--- src/rtl/ldos_pkg.sv ---
// ldos_pkg: shared constants, payload and control types of the lorentzian dos accumulator
// used by every module of the block; no dependencies
package ldos_pkg;

    localparam int BANDS   = 12;
    localparam int POINTS  = 4;
    localparam int ENTRIES = BANDS * POINTS;
    localparam int ADDR_W  = (ENTRIES > 1) ? $clog2(ENTRIES) : 1;
    localparam int BAND_W  = (BANDS > 1) ? $clog2(BANDS) : 1;

    localparam logic [30:0] TENTH_Q16  = 31'd6554;
    localparam logic [22:0] INV_PI_Q24 = 23'd5340354;
    localparam logic [30:0] G_MAX      = 31'h7fff_ffff;

    localparam int DIV_STEPS = 64;
    localparam int DIV_CNT_W = $clog2(DIV_STEPS + 1);

    localparam logic [2:0] CFG_WIDTH = 3'd0;
    localparam logic [2:0] CFG_MODE  = 3'd1;
    localparam logic [2:0] CFG_FERMI = 3'd2;
    localparam logic [2:0] CFG_EDGE  = 3'd3;

    localparam logic CMD_LOAD  = 1'b0;
    localparam logic CMD_QUERY = 1'b1;

    typedef struct packed {
        logic               cmd;
        logic [1:0]         point_index;
        logic [3:0]         band_index;
        logic signed [31:0] band_energy;
        logic signed [15:0] band_weight;
        logic signed [31:0] bin_energy;
    } t_in;

    typedef struct packed {
        logic signed [31:0] dos_value;
        logic               saturated;
    } t_out;

    typedef enum logic [1:0] {
        OP_LOAD  = 2'd0,
        OP_QUERY = 2'd1,
        OP_NULLQ = 2'd2
    } t_op;

    typedef struct packed {
        t_op                op;
        logic [ADDR_W-1:0]  addr;
        logic signed [31:0] band_energy;
        logic signed [15:0] band_weight;
        logic signed [31:0] bin_energy;
    } t_job;

    typedef struct packed {
        logic [30:0]        eta;
        logic               mode;
        logic               fermi;
        logic signed [31:0] edge_e;
    } t_cfg;

    typedef struct packed {
        logic        start;
        logic [63:0] num;
        logic [63:0] den;
    } t_div_req;

    typedef struct packed {
        logic        done;
        logic [63:0] quo;
    } t_div_rsp;

endpackage

--- src/rtl/ldos_front.sv ---
// ldos_front: accepts items, classifies them, drops out-of-range loads and holds the rest in a two-entry job queue
// depends on ldos_pkg
module ldos_front (
    input  logic            i_clk,
    input  logic            i_rst_n,
    input  logic            i_valid,
    output logic            o_stall,
    input  ldos_pkg::t_in   i_data,
    output logic            o_job_valid,
    input  logic            i_job_pop,
    output ldos_pkg::t_job  o_job
);

    ldos_pkg::t_job r_q [2];
    logic           r_wptr;
    logic           r_rptr;
    logic [1:0]     r_cnt;
    ldos_pkg::t_job job;
    logic           keep;
    logic           push;
    logic           pop;

    always_comb begin
        job.band_energy = i_data.band_energy;
        job.band_weight = i_data.band_weight;
        job.bin_energy  = i_data.bin_energy;
        job.addr = ldos_pkg::ADDR_W'(32'(i_data.point_index) * ldos_pkg::BANDS
                   + 32'(i_data.band_index));
        keep = 1'b1;
        if (i_data.cmd == ldos_pkg::CMD_LOAD) begin
            job.op = ldos_pkg::OP_LOAD;
            keep = (32'(i_data.point_index) < ldos_pkg::POINTS)
                && (32'(i_data.band_index) < ldos_pkg::BANDS);
        end else if (32'(i_data.point_index) < ldos_pkg::POINTS) begin
            job.op = ldos_pkg::OP_QUERY;
            job.addr = ldos_pkg::ADDR_W'(32'(i_data.point_index) * ldos_pkg::BANDS);
        end else begin
            job.op = ldos_pkg::OP_NULLQ;
        end
    end

    assign o_stall     = (r_cnt == 2'd2);
    assign o_job_valid = (r_cnt != 2'd0);
    assign o_job       = r_q[r_rptr];
    assign push        = i_valid && !o_stall && keep;
    assign pop         = o_job_valid && i_job_pop;

    always_ff @(posedge i_clk) begin
        if (push) begin
            r_q[r_wptr] <= job;
        end
    end

    always_ff @(posedge i_clk) begin
        if (!i_rst_n) begin
            r_wptr <= 1'b0;
            r_rptr <= 1'b0;
            r_cnt  <= 2'd0;
        end else begin
            if (push) begin
                r_wptr <= !r_wptr;
            end
            if (pop) begin
                r_rptr <= !r_rptr;
            end
            r_cnt <= 2'(r_cnt + {1'b0, push} - {1'b0, pop});
        end
    end

endmodule

--- config.mk ---
export PLATFORM = sky130hd
export DESIGN_NAME = ldos_front
export DESIGN_NICKNAME = d
export VERILOG_FILES = /design/src/rtl/ldos_pkg.sv /design/src/rtl/ldos_front.sv
export SDC_FILE = /design/constraint.sdc
export NUM_CORES = 1
export LEC_CHECK = 0
export BUFFER_PORTS_ARGS = -buffer_cell sky130_fd_sc_hd__buf_2
export CAP_MARGIN = 25
export CORE_MARGIN = 4
export CORE_UTILIZATION = 47
export CTS_CLUSTER_DIAMETER = 30
export CTS_CLUSTER_SIZE = 16
export DETAILED_ROUTE_END_ITERATION = 16
export PLACE_DENSITY = 0.75
export REMOVE_ABC_BUFFERS = 1
export SYNTH_ARGS = -nofsm -noshare
export SYNTH_HDL_FRONTEND = slang
export SYNTH_SLANG_ARGS = --single-unit
--- constraint.sdc ---
create_clock -name i_clk -period 4.6 [get_ports i_clk]
set_input_delay 0.23 -clock i_clk [delete_from_list [all_inputs] [get_ports i_clk]]
set_output_delay 0.23 -clock i_clk [all_outputs]
set_load 0.02 [all_outputs]
==> impl.org, run 1 <==
** Floorplan
- Overall die height :: 128 µm
- After floorplanning, the core was divided into 43 placement rows.
- Die Outline Area :: 0.0164 mm²
- The die is 128 µm wide.
- After floorplanning, the core was sized to cover 0.0140 mm².
- For this configuration, the core starts out at a cell density of 48.4%.
- Number of ports placed on the die boundary :: 181

** Logic synthesis
- Synthesized area :: 0.00680 mm²
- Mapped Avg Cell Area :: 21.4 µm²
- Async S/R FF share, synth :: 0%
- Synthesis instantiated 24 different standard cells from the library.
- In the synthesized netlist the dominant register cell turns out to be edfxtp_1.
- Number of enable flip-flop cells after synthesis :: 174
- Number of instances in the synthesized netlist :: 317
- For this run, the number of Yosys warnings is 0.
- For this run, the register share of the synthesized area comes to 78.4%.
- After synthesis the netlist holds a flip-flop and latch count of 179.

** Placement
- Buffers on Ports :: 179
- Number of placed instances, taps included :: 669
- Setup slack at placement :: 2.18 ns
- Placer Congestion :: 0.776
- HPWL after detailed placement :: 7.85 mm

** Power
- For this design the ratio of total power to cell area is 529 mW/mm².
- Reg power frac :: 45.2%
- In this run, the clock network consumes 26.9% of the power.
- Maximum VDD drop :: 0.335 mV
- Sw Pwr :: 1.44 mW
- Summed over all cells, the static leakage comes to 3.54 nW.
- Internal power comes to 3.42 mW.
- Net switching is 29.7% of the power.
- Combinational cells account for 27.9% of the total power.

** Clock tree
- Post-CTS timing repair inserted 0 buffers for setup.
- CTS root buffer :: clkbuf_16
- TritonCTS built the clock tree.
- Clock-pin transition on the worst setup and hold timing paths :: 0.06 ns
- Insertion delay to the later sink of the worst-skew pair :: 0.41 ns
- For this design, the sink count on the clock tree is 179.
- In this run, CTS created clock tree buffers numbering 17.
- Counting along the longest clock path gives a buffer depth of 2.
- Deepest level of the CTS H-tree :: 4

** Worst setup path
- STA puts the critical path data required time at 4.37 ns.
- Crit. End Element :: output pin
- The slowest stage of the critical path belongs to the cell dfxtp_4.
- Worst R2R Start :: r_cnt[1]$_SDFF_PN0_
- Worst Path Max Fanout :: 65
- Register-to-register setup slack :: 2.21 ns
- STA classifies the critical path startpoint as a flip-flop.
- Arrival time of the worst setup path :: 2.47 ns
- The signal on the critical path passes through buf_4 -> mux2_2 -> buf_2.
- Delay of the slowest cell on the worst path :: 0.99 ns
- The worst setup path is of the reg2out kind.

** Timing
- Final Cycle Share :: 58.6%
- Hold Worst Slack :: 0.0196 ns
- At the pin with the least slew margin, the transition time is 0.985 ns.
- Static timing analysis puts the maximum clock frequency at 0.371 GHz.
- The hold violation total from the final report came to 0.
- Setup slack closes at 1.90 ns.
- The max-slew violation count came to 0.
- Worst Skew :: 0.00440 ns
- In this run the tightest slew margin relative to its limit is 34.3%.
- Final setup violation count :: 0
- Counting I/O delays and the setup requirement, the final critical path takes 2.70 ns.
- Setup repair after global routing left no endpoint under its margin.

** Layout
- Of the cells placed in the final design, the portion with a size suffix greater than 1 is 50.8%.
- Non-filler cells, final :: 777
- Layout overhead on the synthesized area :: 35.1%
- Post-layout net count :: 681
- # fillers :: 977

** GRT
- Antenna violations before repair :: 0
- Global routing consumed, over all layers together, 15.6% of the routing resources.
- Global routing finished with a remaining overflow of 0.
- Entering global routing, the biggest net connects 66 pins.
- Number of global-route vias before repair :: 3,979
- The first global-routing pass estimated 19.5 mm of wire.

** Route
- Number of design-rule violations left by the first detailed-router iteration :: 131
- Final ANT Viol Nets :: 0
- Dividing the detail-routed via count by the number of cells gives 4.77.
- Total vias in the final route :: 3,705
- Wire length per cell :: 16.1 µm
- Detailed-route wire length :: 12.5 mm
- Count of unresolved DRC violations after routing :: 0
- Detailed-routing iteration count for the pre-antenna-repair pass :: 4

** Hold path
- The tightest min-delay check is of the in2reg type.
- The worst hold path begins at i_data[29].

** Job
- The tool flagged a number of max-cap violations equal to 0.

** Run status
- The run finished with clean final reports.
==> power by group through the flow <==
| stage | logic (mW) | registers, mW | clock network [mW] |
|---|---|---|---|
| detailed placement | 1.32 | 2.24 | 0 |
| global placement | 1.31 | 2.22 | 0 |
| floorplan | 0.930 | 2.24 | 0 |
| CTS | 1.37 | 2.20 | 1.34 |
| global route | 1.45 | 2.23 | 1.42 |
| finish | 1.36 | 2.20 | 1.30 |
==> state kept, by name, summed over array words and instances (netlist names), named ones only <==
| name | cells |
|---|---|
| r_q | 174 |
| r_cnt | 2 |
| r_rptr | 1 |
| r_wptr | 1 |
==> per-stage QoR <==
step	total power, mW	area [µm²]	TNS [ns]	util [%]
after detailed placement	3.55	7890	0	56.2
after floorplan	3.17	6710	-62.09	-
after global routing	5.09	9180	0	65.4
after global placement	3.53	7890	0	56.2
final	4.86	9190	0	65.4
after CTS	4.91	9150	0	65.2
==> cell families (layout without fill, tap and decap cells) <==
logic type / after synthesis / after routing / share of synthesized area [%]
buffers and inverters: 16 / 295 / 1.58
adder cells (fa/ha/maj): 7 / 7 / 1.40
AND/OR/NAND/NOR: 17 / 17 / 1.33
flip-flops: 179 / 179 / 78.4
other: 1 / 2 / 0.0552
multiplexers: 89 / 89 / 16.4
XOR/XNOR: 5 / 5 / 0.644
AO/OA/AOI/OAI: 3 / 3 / 0.258
==> synthesized netlist by cell type, types with 2 or more instances <==
cell type / n / area share, %
nor2b_1: 3 / 0.28
dfxtp_1: 5 / 1.5
buf_6: 5 / 0.83
xnor2_1: 3 / 0.39
nand2_1: 2 / 0.11
inv_1: 5 / 0.28
a21oi_1: 2 / 0.15
nor2_1: 6 / 0.33
mux2_4: 30 / 6.6
mux2_2: 58 / 9.6
edfxtp_1: 174 / 77
xor2_1: 2 / 0.26
nand3b_1: 2 / 0.22
buf_2: 5 / 0.37
ha_1: 6 / 1.1
==> per-layer routing <==
layer	track usage [%]	part of all wire, %	vias up
li1	-	-	1765
met1	18.3	39	1808
met2	26.9	53	115
met3	4.42	6.0	17
met4	6.18	1.7	0
met5	0	0	-
==> placed cells by master, fill, tap and decap left out, types with 3 or more instances in the layout <==
| master | netlist | layout |
|---|---|---|
| buf_2 | 5 | 179 |
| clkbuf_16 | 0 | 17 |
| clkinv_2 | 0 | 3 |
| dlygate4sd3_1 | 0 | 75 |
| clkinvlp_4 | 0 | 4 |
| inv_1 | 5 | 5 |
| clkinv_1 | 0 | 3 |
| mux2_2 | 58 | 58 |
| buf_4 | 1 | 3 |
| dfxtp_1 | 5 | 4 |
| xnor2_1 | 3 | 3 |
| nor2_1 | 6 | 4 |
| ha_1 | 6 | 6 |
| edfxtp_1 | 174 | 174 |
| mux2_4 | 30 | 30 |
| nor2b_1 | 3 | 3 |
==> critical path: cells and delay by family (launching register included) <==
family | cells | cell delay [ns]
buffers and inverters | 2 | 0.65
muxes | 1 | 0.39
DFF | 1 | 0.99
==> path summary, 6_finish.rpt <==
kind,end,cells after the start
min reg2reg,r_rptr$_SDFFE_PN0P_,2
max reg2reg,r_q[0][30]$_DFFE_PP_,4
min,r_q[1][29]$_DFFE_PP_,1
max,o_job[28],3
==> repair_timing <==
action,in CTS,in global routing
endpoints found under the hold margin,142,5
gates resized for setup,0,0
hold buffers,72,3
==> cell type report <==
class	instances	area (µm²)	share of cell area, %
Antenna cell	1	2.50	0.0272
Inverter	5	18.8	0.204
Sequential cell	179	5330	58.0
Multi-Input combinational cell	122	1380	15.0
Clock inverter	14	113	1.23
Clock buffer	18	429	4.67
Timing Repair Buffer	258	1690	18.4
Tap cell	180	225	2.45
No activity file was read; power rests on OpenSTA's default activity.
==> run 2: changes to the inputs <==
==> constraint.sdc (replaced) <==
create_clock -name i_clk -period 2.4 [get_ports i_clk]
set_input_delay 0.12 -clock i_clk [delete_from_list [all_inputs] [get_ports i_clk]]
set_output_delay 0.12 -clock i_clk [all_outputs]
set_load 0.02 [all_outputs]
==> impl.org, run 2 (same netlist as run 1, synthesis figures left out) <==
** Run status
- Run status :: complete, no violations

** Job
- Max_cap viols :: 0

** Worst setup path
- Critical path start-end classification :: reg2out
- The signal on the critical path passes through buf_12 -> mux2_2 -> buf_2.
- Arrival time of the worst setup path :: 1.81 ns
- For this run, the slowest stage of the critical path takes 0.49 ns.
- STA classifies the critical path startpoint as a flip-flop.
- Kind of cell adding the most delay to the critical path :: flip-flops
- In this run the worst path has a maximum fanout of 47.
- Slowest cell on the critical path :: dfxtp_4
- Number of buffer and inverter instances along the worst setup path :: 2
- Crit path required time :: 2.28 ns
- Crit. End Element :: output pin

** GRT
- Antenna violations before repair :: 1
- The number of global-route vias before repair came to 4,151.
- The first global-routing pass estimated 20.3 mm of wire.
- Total gr overflow :: 0
- Pin count of the biggest net entering global routing :: 48
- Global routing used 16.3% of the available tracks.

** Clock tree
- No sink is reached through more buffers than the 2 on the longest clock path.
- CTS root buffer :: clkbuf_16
- Clock-pin transition on the worst setup and hold timing paths :: 0.06 ns
- Deepest level of the CTS H-tree :: 4
- Insertion delay to the later sink of the worst-skew pair :: 0.41 ns
- Post-CTS repair changed the size of 0 cells.
- TritonCTS built the clock tree.
- In this run, CTS created clock tree buffers numbering 17.
- The tree built by TritonCTS fans out to 179 sinks.
- Buffers inserted during post-CTS setup optimization :: 0

** Layout
- Flip-flop and latch area :: 0.00533 mm²
- In the final design database the tool counted 689 nets.
- Number of flip-flops in the largest register :: 174
- Layout overhead on the synthesized area :: 37.7%
- Summing all multi-input logic gate instances after layout gives 0.00138 mm².
- Cells with a size suffix above 1 make up 50.2% of the layout.
- Most flop-heavy register :: r_q
- Leading registers by flop count :: r_q: 174 flops, r_cnt: 2 flops
- Counting the fill cells in the layout gives 955.
- The finished cells cover 0.00936 mm².
- Leaving out fill and tap cells, the most frequent cells in the layout are buf_2, edfxtp_1, dlygate4sd3_1.
- Leaving out fill and tap cells, the most frequent cell in the layout is buf_2.
- Core occupancy in the finished layout :: 66.6%

** Timing
- Setup repair after global routing left no endpoint under its margin.
- The max-slew violation count came to 0.
- After routing, the total negative slack on setup checks comes to 0 ns.
- Number of failing hold endpoints at the final stage :: 0
- Static timing analysis puts the maximum clock frequency at 0.519 GHz.
- The worst path uses 80.2% of the clock period.
- Setup violations remaining at the end of the flow were counted as 0.
- Hold Worst Slack :: 0.0291 ns
- Between clock sinks in the finished design, the worst skew comes to 0.00406 ns.
- The routed design could run at a clock period as short as 1.93 ns.

** Power
- Internal power comes to 6.81 mW.
- Clk network pwr share :: 27.9%
- Combinational logic is responsible for 29.6% of the overall power.
- Summed over all cells, the static leakage comes to 3.61 nW.
- For this design the total switching power over the nets is 2.76 mW.
- Registers are responsible for 42.5% of the overall power.
- VDD sags by at most 0.630 mV.
- Total power after layout :: 9.57 mW
- Ratio of total power to cell area :: 1020 mW/mm²
- Sw Ratio :: 28.8%

** Placement
- During placement, the flow inserted port buffers numbering 179.
- HPWL after detailed placement :: 8.04 mm
- Placer Congestion :: 0.771
- After detailed placement, the total cell area comes to 0.00797 mm².

** Route
- In this run the remaining antenna-violating nets after routing total 0.
- Count of unresolved DRC violations after routing :: 0
- After detailed routing, the average wire length per cell comes to 16.2 µm.
- Number of design-rule violations left by the first detailed-router iteration :: 189
- Detailed-routing iteration count for the pre-antenna-repair pass :: 4
- Total vias in the final route :: 3,758
- The final layout contains routed wiring with a total length of 12.7 mm.
- After detailed routing, the number of vias per cell comes to 4.78.

** Floorplan
- From bottom edge to top edge, the die measures 128 µm.
- Initial cell density of the core :: 48.4%
- The floorplan step set the die width to 128 µm.
- In this run the core area contains 43 standard-cell rows.
- After floorplanning, the core was sized to cover 0.0140 mm².
- 181 I/O pins were placed.
- The floorplan step defined a die boundary enclosing 0.0164 mm².

** Hold path
- Worst hold-check path type :: in2reg
[run 2: cell types whose count changed in the layout (fill, tap and decap cells not counted)]
| cell | change |
|---|---|
| bufinv_16 | +2 |
| buf_12 | +5 |
| inv_6 | -2 |
| clkinv_4 | -1 |
| diode_2 | +1 |
| dlygate4sd3_1 | +6 |
| clkbuf_1 | +2 |
| clkinvlp_4 | -1 |
| buf_4 | -3 |
[run 2: layout make-up]
cell class	count	area share, %
well taps	180	2.41
flip-flops and latches	179	56.9
clock buffers	20	4.67
inverters	5	0.201
repair buffers	266	19.5
clock inverters	12	1.48
multi-input cells	122	14.7
diodes	2	0.0535
[run 2: per-stage QoR]
stage / worst slack, ns / cells
global placement: 0.618 / 671
detailed placement: 0.505 / 671
floorplan: -2.56 / 306
CTS: 0.427 / 784
finish: 0.475 / 786
global route: 0.378 / 785
[run 2: per-layer routing]
metal	vias to the layer above	global-route usage, %	wire length [µm]	part of all wire [%]
li1	1781	-	-	-
met1	1814	17.9	4870	38
met2	131	27.9	6630	52
met3	32	4.96	828	6.5
met4	0	9.43	414	3.2
met5	-	0	0	0
[run 2: timing repair]
| action | CTS | global route |
|---|---|---|
| hold buffers | 81 | 0 |
| setup endpoints to repair | 0 | 0 |
| endpoints found under the hold margin | 165 | 0 |
[run 2: final timing paths]
check	cells after the start	slack (ns)	to	start
setup / recovery	3	0.47	o_job[10]	flip-flop
hold / removal	1	0.03	r_q[1][86]$_DFFE_PP_	i_data[86]
setup reg to reg	8	0.50	r_cnt[1]$_SDFF_PN0_	r_cnt[1]$_SDFF_PN0_
hold reg to reg	2	0.52	r_wptr$_SDFFE_PN0P_	r_wptr$_SDFFE_PN0P_
[run 2: power groups by stage]
| stage | Clock, mW | Combinational (mW) | Sequential [mW] |
|---|---|---|---|
| 6_report | 2.67 | 2.83 | 4.07 |
| 5_1_grt | 2.90 | 3.02 | 4.10 |
| 4_1_cts | 2.75 | 2.88 | 4.07 |
| 3_5_place_dp | 0 | 2.77 | 4.13 |
| 3_3_place_gp | 0 | 2.74 | 4.11 |
| 2_1_floorplan | 0 | 1.78 | 4.28 |
==> run 3: changes to the inputs <==
--- a/config.mk
+++ b/config.mk
@@ -5,14 +5,15 @@
 export SDC_FILE = /design/constraint.sdc
 export NUM_CORES = 1
 export LEC_CHECK = 0
+export ABC_AREA = 1
 export BUFFER_PORTS_ARGS = -buffer_cell sky130_fd_sc_hd__buf_2
 export CAP_MARGIN = 25
 export CORE_MARGIN = 4
-export CORE_UTILIZATION = 47
+export CORE_UTILIZATION = 50
 export CTS_CLUSTER_DIAMETER = 30
 export CTS_CLUSTER_SIZE = 16
 export DETAILED_ROUTE_END_ITERATION = 16
-export PLACE_DENSITY = 0.75
+export PLACE_DENSITY = 0.76
 export REMOVE_ABC_BUFFERS = 1
 export SYNTH_ARGS = -nofsm -noshare
 export SYNTH_HDL_FRONTEND = slang
==> constraint.sdc (replaced) <==
create_clock -name i_clk -period 1.9 [get_ports i_clk]
set_input_delay 0.095 -clock i_clk [delete_from_list [all_inputs] [get_ports i_clk]]
set_output_delay 0.095 -clock i_clk [all_outputs]
set_load 0.02 [all_outputs]
==> impl.org, run 3 <==
** Layout
- Final antenna diode count :: 0
- Of the cells placed in the final design, the portion with a size suffix greater than 1 is 49.4%.
- The register with the most flip-flops in the layout has 174 of them.
- Measured on the finished design, the core utilization comes to 71.0%.
- The library cells used most frequently in the layout, excluding fill and tap cells, are buf_2, edfxtp_1, dlygate4sd3_1.
- Most frequent standard cell in the layout excluding fill and tap cells :: buf_2
- Non-filler cells, final :: 796
- After the last flow step, the layout net total stands at 707.
- The area growth from synthesis to layout is 38.5%.
- Leading registers by flop count :: r_q: 174 flops, r_cnt: 2 flops
- The register with the most flip-flops in the final layout is r_q.
- The filler cells instantiated in the layout total 815.

** Clock tree
- TritonCTS built the clock tree.
- Deepest level of the CTS H-tree :: 4
- Clock tree synthesis selected as its root buffer the cell clkbuf_16.
- Maximum number of buffers from clock root to sink :: 2
- After clock tree synthesis, the clock-pin slew on the worst setup and hold paths is 0.06 ns.
- Insertion delay to the later sink of the worst-skew pair :: 0.41 ns
- The clock drives 179 sinks.
- Once the clock tree was built, the setup fixing pass inserted 0 buffers.
- TritonCTS Buffers :: 17

** Worst setup path
- For this design, the slowest cell found on the critical path is mux2_2.
- Crit. End Element :: output pin
- For the worst setup path, the data arrival time is 1.70 ns.
- The signal on the critical path passes through buf_12 -> mux2_2 -> buf_2.
- Of all nets on the critical path, the largest fanout is 54.
- STA classifies the critical path startpoint as a flip-flop.
- For the worst setup path, the data required time is 1.80 ns.
- Critical path start-end classification :: reg2out
- The largest single stage delay on the critical path is 0.39 ns.

** GRT
- GRT Util Overall :: 17.4%
- The initial antenna violation count came to 0.
- Total gr overflow :: 0
- The first global-routing pass estimated 21.0 mm of wire.
- The number of global-route vias before repair is 4,269.
- Entering global routing, the biggest net connects 60 pins.

** Floorplan
- The die is 125 µm tall.
- CORE AREA :: 0.0133 mm²
- The initial utilization of the core area, before any placement, comes to 51.3%.
- Die Outline Area :: 0.0156 mm²
- Width of the die :: 125 µm
- Pin placement for this block handled 181 I/O pins.
- Row Count :: 42

** Route
- Final ANT Viol Nets :: 0
- The routed design has 13.1 mm of wire.
- Wire length per cell :: 16.4 µm
- Detailed-routing iteration count for the pre-antenna-repair pass :: 4
- Count of unresolved DRC violations after routing :: 0
- In this run, the number of DRC markers left after iteration 0 of detailed routing was 183.
- Dividing the detail-routed via count by the number of cells gives 4.81.
- Total vias in the final route :: 3,827

** Hold path
- Worst hold-check path type :: in2reg

** Power
- Reg power frac :: 42.3%
- Combinational logic is responsible for 26.7% of the overall power.
- Sw Pwr :: 3.29 mW
- Maximum VDD drop :: 0.714 mV
- Per report_power, the clock group accounts for 31.0% of the total.
- Ratio of total power to cell area :: 1280 mW/mm²
- In this run the static leakage power is 3.71 nW.
- Of the total power, the share spent switching nets is 27.3%.
- Internal power summed over all cells :: 8.79 mW

** Placement
- Routability-driven placement finished with a final weighted congestion of 0.735.
- HPWL after detailed placement :: 8.23 mm
- Port buffering added 179 buffers.
- Counting tap cells, the placed design contains a total of 684 instances.
- OpenSTA, run right after detailed placement, puts the worst setup slack at 0.0401 ns.

** Logic synthesis
- In this run the biggest area consumer among cell types represents 76.6% of the synthesized area.
- The cell area that synthesis handed to floorplanning was 0.00682 mm².
- Mapped Avg Cell Area :: 20.4 µm²
- The most common cell in the synthesized netlist is edfxtp_1.
- Number of synthesized register bits :: 179
- Sequential elements use 78.1% of the synthesized area.
- Leading area contributor after synthesis :: edfxtp_1
- Async S/R FF share, synth :: 0%
- Count of distinct cell types in the synthesized netlist :: 20
- Number of enable flip-flop cells after synthesis :: 174
- For this run, the number of Yosys warnings is 0.
- Most used flip-flop cell after synthesis :: edfxtp_1
- Cell types with the largest area share after synthesis :: edfxtp_1, mux2_2, mux2_4
- After technology mapping, the gate count stands at 334.
- Most frequent cells after synthesis :: edfxtp_1, mux2_2, mux2_4

** Job
- Max_cap viols :: 0

** Timing
- Maximum clock frequency :: 0.557 GHz
- Across the routed clock network, the largest skew measured is 0.00675 ns.
- Final Cycle Share :: 94.4%
- Pins Over Slew Limit :: 0
- The worst path in the final design needs a cycle of 1.79 ns, including I/O delays and setup.
- Setup violations remaining at the end of the flow were counted as 0.
- Setup repair after global routing missed its margin :: false
- The hold violation total from the final report is 0.
- Once routing completed, OpenROAD measured the worst setup slack at 0.106 ns.

** Run status
- Run status :: complete, no violations
==> run 3: cell types whose count changed after synthesis, moves of 2 or more <==
| cell | before | now |
|---|---|---|
| nand2_1 | 2 | 14 |
| nor2_1 | 6 | 10 |
| o21ai_0 | 0 | 2 |
| inv_1 | 5 | 13 |
| nor2b_1 | 3 | 0 |
| nand3b_1 | 2 | 0 |
| xnor2_1 | 3 | 0 |
| nand3_1 | 0 | 2 |
==> run 3: area by class of cell <==
type	instances	area (µm²)	area share (%)
Clock buffer	19	433	4.58
Clock inverter	11	210	2.23
Tap cell	176	220	2.33
Sequential cell	179	5330	56.4
Multi-Input combinational cell	131	1370	14.5
Timing Repair Buffer	267	1830	19.4
Inverter	13	51.3	0.543
==> run 3: final timing paths <==
check	start	to	slack (ns)	depth (start not counted)
setup / recovery	flip-flop	o_job[48]	0.11	3
hold / removal	i_data[80]	r_q[1][80]$_DFFE_PP_	0.03	3
setup reg to reg	r_cnt[0]$_SDFF_PN0_	r_cnt[1]$_SDFF_PN0_	0.13	10
hold reg to reg	r_rptr$_SDFFE_PN0P_	flip-flop	0.52	2
==> run 3: power by group through the flow <==
| stage | sequential (mW) | clock, mW | combinational, mW |
|---|---|---|---|
| floorplan | 5.37 | 0 | 1.98 |
| global placement | 5.15 | 0 | 3.06 |
| detailed placement | 5.19 | 0 | 3.12 |
| CTS | 5.11 | 3.82 | 3.26 |
| global route | 5.15 | 4.02 | 3.46 |
| finish | 5.11 | 3.75 | 3.23 |
==> run 3: through the flow <==
| stage | TNS (ns) | instance area, µm² | hold slack, ns | total power, mW |
|---|---|---|---|---|
| 2_1_floorplan | -450.87 | 6730 | 0.188 | 7.35 |
| 3_3_place_gp | 0 | 7970 | 0.283 | 8.21 |
| 3_5_place_dp | 0 | 7970 | 0.286 | 8.30 |
| 4_1_cts | 0 | 9430 | 0.00367 | 12.2 |
| 5_1_grt | 0 | 9450 | 0.0330 | 12.6 |
| 6_report | 0 | 9450 | 0.0310 | 12.1 |
==> run 3: logic make-up after synthesis <==
kind of cell	share of synthesized area, %
fa+ha+maj	1.39
compound gates	0.587
buf+inv	2.02
simple gates	1.56
xor+xnor	0.257
mux	16.0
other cells	0.0550
flops	78.1
==> run 3: repair_timing <==
| action | in CTS | in global routing |
|---|---|---|
| resized for setup | 0 | 4 |
| endpoints found under the hold margin | 167 | 0 |
| hold buffers | 82 | 0 |
| endpoints found under the setup margin | 0 | 24 |
==> run 3: metal layers <==
layer,vias to the layer above,track usage (%),wire (µm)
met5,-,0,0
met2,127,30.8,7090
met4,0,6.51,207
met1,1856,18.5,4810
li1,1825,-,-
met3,19,7.08,958
==> run 3: critical path: cells and delay by family (launching register included) <==
kind	cells	cell delay [ns]
muxes	1	0.39
DFF	1	0.36
buffers and inverters	2	0.45
